[config.mk]
export PLATFORM = sky130hd
export DESIGN_NAME = sorted_list_engine
export DESIGN_NICKNAME = d
export VERILOG_FILES = /design/src/rtl/core/sle_pkg.sv /design/src/rtl/core/sorted_list_engine.sv /design/src/rtl/core/sle_cell.sv
export SDC_FILE = /design/constraint.sdc
export NUM_CORES = 2
export LEC_CHECK = 0
export BUFFER_PORTS_ARGS = -buffer_cell sky130_fd_sc_hd__buf_4
export CORE_MARGIN = 2
export CORE_UTILIZATION = 66
export DETAILED_ROUTE_END_ITERATION = 10
export HOLD_SLACK_MARGIN = 0.06
export PLACE_DENSITY = 0.8
export SLEW_MARGIN = 20
export SYNTH_ARGS = -nofsm -noshare
export SYNTH_HDL_FRONTEND = slang
export SYNTH_HIERARCHICAL = 1
export SYNTH_SLANG_ARGS = --single-unit
[constraint.sdc]
create_clock -name clock -period 7.77 [get_ports clock]
set_input_delay 0.3885 -clock clock [delete_from_list [all_inputs] [get_ports clock]]
set_output_delay 0.3885 -clock clock [all_outputs]
set_load 0.02 [all_outputs]
[src/rtl/core/sle_pkg.sv]
// Package for the sorted list engine: sizes, operation and status codes,
// and the control bundle broadcast along the cell chain. No dependencies.
package sle_pkg;

   localparam int CAPACITY      = 16;
   localparam int KEY_W         = 32;
   localparam int COUNT_W       = $clog2(CAPACITY + 1);
   localparam int ENTRY_COUNT_W = 5;

   typedef enum logic [1:0] {
      KIND_INSERT = 2'd0,
      KIND_DELETE = 2'd1,
      KIND_SEARCH = 2'd2
   } kind_type;

   typedef enum logic [1:0] {
      STATUS_DONE      = 2'd0,
      STATUS_EMPTY     = 2'd1,
      STATUS_NOT_FOUND = 2'd2,
      STATUS_FULL      = 2'd3
   } status_type;

   typedef struct packed {
      logic do_insert;
      logic do_delete;
   } cell_ctrl_type;

   typedef struct packed {
      logic le;   // holds an entry <= key
      logic lt;   // holds an entry < key
      logic eq;   // holds an entry == key
   } cell_flags_type;

endpackage

[src/rtl/core/sorted_list_engine.sv]
// Sorted list engine top level: a chain of sle_cell entries kept ascending.
// Each accepted request's response is registered at the edge that accepts it.
// Throughput: one request per cycle while no response waits under rsp_stall; every cell
// compares the broadcast key in parallel and shifts toward its neighbor in the same cycle.
// Reset (synchronous, active high) empties the list and drops any response.
// Depends on sle_pkg and sle_cell.
module sorted_list_engine
   import sle_pkg::*;
(
   input  logic                     clock,
   input  logic                     reset,
   input  logic                     req_valid,
   output logic                     req_stall,
   input  logic [1:0]               req_kind,
   input  logic signed [KEY_W-1:0]  req_key_value,
   output logic                     rsp_valid,
   input  logic                     rsp_stall,
   output logic [1:0]               rsp_status,
   output logic [ENTRY_COUNT_W-1:0] rsp_entry_count
);

   // Cell chain wiring
   logic signed [KEY_W-1:0] cell_value [CAPACITY];
   logic                    cell_valid [CAPACITY];
   cell_flags_type          cell_flags [CAPACITY];
   logic [CAPACITY-1:0]     eq_vec;
   cell_ctrl_type           ctrl;

   // Fill count and response register
   logic [COUNT_W-1:0]       count_ff, count_in;
   logic                     rsp_valid_ff, rsp_valid_in;
   status_type               rsp_status_ff, status_in;
   logic [ENTRY_COUNT_W-1:0] rsp_entry_count_ff;

   logic accept;
   logic any_match;
   logic list_empty;
   logic list_full;

   // Hold the request while a finished response waits to be taken.
   assign req_stall = rsp_valid_ff && rsp_stall;
   assign accept    = req_valid && !req_stall;

   assign list_empty = (count_ff == '0);
   assign list_full  = (count_ff == COUNT_W'(CAPACITY));
   assign any_match  = |eq_vec;

   genvar g;
   generate
      for (g = 0; g < CAPACITY; g++) begin : g_cell
         logic signed [KEY_W-1:0] left_value, right_value;
         logic                    left_valid, left_le, right_valid;

         // The head of the chain sees an always-smaller left neighbor;
         // the tail sees an empty right neighbor.
         if (g == 0) begin : g_head
            assign left_value = req_key_value;
            assign left_valid = 1'b1;
            assign left_le    = 1'b1;
         end else begin : g_body
            assign left_value = cell_value[g-1];
            assign left_valid = cell_valid[g-1];
            assign left_le    = cell_flags[g-1].le;
         end

         if (g == CAPACITY - 1) begin : g_tail
            assign right_value = '0;
            assign right_valid = 1'b0;
         end else begin : g_inner
            assign right_value = cell_value[g+1];
            assign right_valid = cell_valid[g+1];
         end

         sle_cell u_cell (
            .clock       (clock),
            .reset       (reset),
            .ctrl        (ctrl),
            .key         (req_key_value),
            .left_value  (left_value),
            .left_valid  (left_valid),
            .left_le     (left_le),
            .right_value (right_value),
            .right_valid (right_valid),
            .value       (cell_value[g]),
            .valid       (cell_valid[g]),
            .flags       (cell_flags[g])
         );

         assign eq_vec[g] = cell_flags[g].eq;
      end
   endgenerate

   // Decode the request: pick the chain action, status and next count.
   always_comb begin
      ctrl.do_insert = 1'b0;
      ctrl.do_delete = 1'b0;
      count_in       = count_ff;
      status_in      = STATUS_DONE;
      case (req_kind)
         KIND_INSERT: begin
            if (list_full) begin
               // drop the value and flag it
               status_in = STATUS_FULL;
            end else begin
               ctrl.do_insert = accept;
               if (accept) begin
                  count_in = count_ff + COUNT_W'(1);
               end
            end
         end
         KIND_DELETE: begin
            if (list_empty) begin
               status_in = STATUS_EMPTY;
            end else if (!any_match) begin
               status_in = STATUS_NOT_FOUND;
            end else begin
               ctrl.do_delete = accept;
               if (accept) begin
                  count_in = count_ff - COUNT_W'(1);
               end
            end
         end
         default: begin
            // search, and the unused code treated as a search
            if (list_empty) begin
               status_in = STATUS_EMPTY;
            end else if (!any_match) begin
               status_in = STATUS_NOT_FOUND;
            end
         end
      endcase
   end

   // Advance the response register when it is empty or being taken.
   always_comb begin
      rsp_valid_in = rsp_valid_ff;
      if (accept) begin
         rsp_valid_in = 1'b1;
      end else if (!rsp_stall) begin
         rsp_valid_in = 1'b0;
      end
   end

   always_ff @(posedge clock) begin
      if (accept) begin
         rsp_status_ff      <= status_in;
         rsp_entry_count_ff <= ENTRY_COUNT_W'(count_in);
      end
      if (reset) begin
         count_ff     <= '0;
         rsp_valid_ff <= 1'b0;
      end else begin
         count_ff     <= count_in;
         rsp_valid_ff <= rsp_valid_in;
      end
   end

   assign rsp_valid       = rsp_valid_ff;
   assign rsp_status      = rsp_status_ff;
   assign rsp_entry_count = rsp_entry_count_ff;

endmodule

[src/rtl/core/sle_cell.sv]
// One storage cell of the sorted list chain: one entry plus its valid bit.
// Depends on sle_pkg.
module sle_cell
   import sle_pkg::*;
(
   input  logic                    clock,
   input  logic                    reset,
   input  cell_ctrl_type           ctrl,
   input  logic signed [KEY_W-1:0] key,
   input  logic signed [KEY_W-1:0] left_value,
   input  logic                    left_valid,
   input  logic                    left_le,
   input  logic signed [KEY_W-1:0] right_value,
   input  logic                    right_valid,
   output logic signed [KEY_W-1:0] value,
   output logic                    valid,
   output cell_flags_type          flags
);

   logic signed [KEY_W-1:0] value_ff, value_in;
   logic                    valid_ff, valid_in;

   always_comb begin
      flags.le = valid_ff && (value_ff <= key);
      flags.lt = valid_ff && (value_ff < key);
      flags.eq = valid_ff && (value_ff == key);
   end

   always_comb begin
      value_in = value_ff;
      valid_in = valid_ff;
      if (ctrl.do_insert && !flags.le) begin
         // open a slot: the first cell past the insert point takes the key
         if (left_le) begin
            value_in = key;
            valid_in = 1'b1;
         end else begin
            value_in = left_value;
            valid_in = left_valid;
         end
      end else if (ctrl.do_delete && valid_ff && !flags.lt) begin
         // close the gap from the first match onward
         value_in = right_value;
         valid_in = right_valid;
      end
   end

   always_ff @(posedge clock) begin
      value_ff <= value_in;
      if (reset) begin
         valid_ff <= 1'b0;
      end else begin
         valid_ff <= valid_in;
      end
   end

   assign value = value_ff;
   assign valid = valid_ff;

endmodule
==> impl_metrics.tcl <==
set metrics [dict create \
    syn_avg_cell_area_sq_um 11.8 \
    timing.max_cap.violations 0 \
    post_cts.repair.setup_buffers 0 \
    finalHoldViolations 0 \
    power_switching_mw 1.85 \
    cts_tree "yes" \
    hpwl_um 75500 \
    min_from "req_kind[1]" \
    timing.rr.start "g_cell[13].u_cell/value[14]" \
    total_i_o_pin_count 47 \
    run_status "finished, final reports clean" \
    power_report.internal_total_mw 5.48 \
    slew_viols_final 0 \
    seqPwrFrac 0.459 \
    layout-area-overhead-vs-synth_pct 5.41 \
    mappedNetlistArea_sq_mm 0.0456 \
    final.period_utilization 0.659 \
    dr.pass1.iters 5 \
    clkPwrFrac 0.396 \
    startpoint_type "flop" \
    fp.dieArea_sq_mm 0.0713 \
    core_area_sq_mm 0.0685 \
    fp.dieH_um 267 \
    timing.critical_path.fanout_max 17 \
    multi_input_area_sq_mm 0.0265 \
    routed-via-count 29600 \
    count_of_instances_resized_after_the_clock_tree_is_built 0 \
    maxClockFrequency_ghz 0.195 \
    setup_ws_ns 2.65 \
    holdPathStages 3 \
    stdcell_area_sq_mm 0.0481 \
    hold_path.class "in -> reg" \
    setup_viol 0 \
    place_congestion 0.892 \
    reg2reg_depth 12 \
    post_dp_cell_area_sq_mm 0.0461 \
    insertion_delay_ns 0.61 \
    maximum_number_of_pins_on_one_net_before_global_route_repair 34 \
    startpoint "g_cell[13].u_cell/value[14]" \
    ant_nets 0 \
    place_ws_ns 2.37 \
    n_fill_cell 4775 \
    wl_per_cell_um 20.4 \
    synth.yosys.warnings 6 \
    fin_skew_ns 0.0250 \
    drt_drc_violations_left 0 \
    seq_area_sq_mm 0.0160 \
    final_layout_size_suffix_gt1_frac 0.325 \
    grt_usage 0.275 \
    cts_made_buffers 66 \
    grt_pass1_vias 30200 \
    timing.critical_path.to "g_cell[5].u_cell/value[5]" \
    ctsLongestPathBuffers 3 \
    dpl.cell_count 4726 \
    holdWs_ns 0.136 \
    switching_share_of_total_power 0.253 \
    routed_wirelength_um 98500 \
    via_per_inst 6.11 \
    portBuffers 46 \
    cts_sinks 541 \
    power.combinational.fraction 0.146 \
    worst_ir_drop_vdd_mv 0.167 \
    htree_levels 3 \
    fin_tns_setup_ns 0 \
    worstPathArrival_ns 5.40 \
    pwr_density_cell_mw_per_mm2 153 \
    rsz0062_at_grt "false" \
    timing.critical_path.to_type "flop" \
    critPathRequiredTime_ns 8.05 \
    timing_worst_slew_pin_value_ns 1.13 \
    instances_no_fill 4838 \
    fp.dieW_um 267 \
    rows 96 \
    gr-total-overflow 0 \
    clk_pin_slew_ns 0.06 \
    nNetsFinal 4465 \
    leakage_nw 21.4 \
    antenna_cells_inserted 0 \
    initial_core_util 0.667 \
    netlist_instances 3866 \
    drtIter0Drc 1826 \
    first_pass_grt_wire_length_um 158000 \
    power.total_mw 7.34 \
    timing.slew.headroom 0.247 \
    fin_crit_ns 5.12 \
    rr_endpoint "g_cell[5].u_cell/value[5]" \
    final_util 0.703 \
    grt_antenna_before_repair 0 \
    reg2reg_slack_ns 2.65 \
    critPathKind "reg -> reg" \
    clock_tree_root "clkbuf_16" \
]
## worst min-delay path by stage
| stage | to | slack, ns |
|---|---|---|
| after floorplan | count_ff[4] | 0.46 |
| after global placement | g_cell[14].u_cell/value[0] | 0.56 |
| after detailed placement | g_cell[14].u_cell/value[27] | 0.57 |
| after CTS | count_ff[1] | 0.10 |
| after global routing | count_ff[1] | 0.12 |
| final | count_ff[1] | 0.14 |
## area by class of cell
class,instances,share of cell area
Multi-Input combinational cell,2708,0.550
Clock buffer,97,0.0389
Clock inverter,14,0.00198
Sequential cell,541,0.333
Tap cell,882,0.0229
Timing Repair Buffer,79,0.0124
Inverter,517,0.0403
## worst max-delay path, stage by stage (launching register included)
cell,delay (ns)
edfxtp_1,0.43
ha_1,0.34
nand4_1,0.16
nor4_1,0.60
nand4_1,0.20
nor2_1,0.26
nor4_1,0.16
and4_1,0.43
nor2_2,0.71
buf_4,0.36
nand2_1,0.09
o21ai_2,0.68
buf_4,0.38
## power by group through the flow
stage,Sequential (mW),Combinational [mW],Clock (mW)
6_report,3.37,1.07,2.90
5_1_grt,3.37,1.19,3.05
4_1_cts,3.36,1.06,2.96
3_5_place_dp,3.42,1.05,0
3_3_place_gp,3.42,1.01,0
2_1_floorplan,3.40,0.810,0
## repair_timing
action / CTS / global route
hold endpoints to repair: 1 / 0
endpoints found under the setup margin: 0 / 0
hold buffers: 1 / 0
## metal layers
layer  up-vias  share of wire  GRT usage
li1      14300              -          -
met1     14600           0.44      0.342
met2       528           0.50      0.497
met3       177          0.029     0.0301
met4         0          0.031     0.0891
met5         -              0          0
## layout by cell type (no fill, tap or decap), types with 21 or more instances in the layout
master       n
nor2_1     119
inv_1      516
nand2_1    194
o211ai_1    33
edfxtp_1   519
o21a_1      34
conb_1      35
o21ai_0     66
mux2_4     465
clkbuf_16   67
nor4_1      21
nand4_1     97
buf_4       78
nand3_1     36
clkbuf_1    22
ha_1       514
dfxtp_1     22
a21oi_1    211
mux2_2     560
## registers in the layout, summed over array words and instances, names as in the netlist
signal	flops
g_cell.u_cell/valid	16
rsp_valid	1
g_cell.u_cell/value	512
count_ff	5
rsp_entry_count	5
rsp_status	2
No activity file was read; power rests on OpenSTA's default activity.
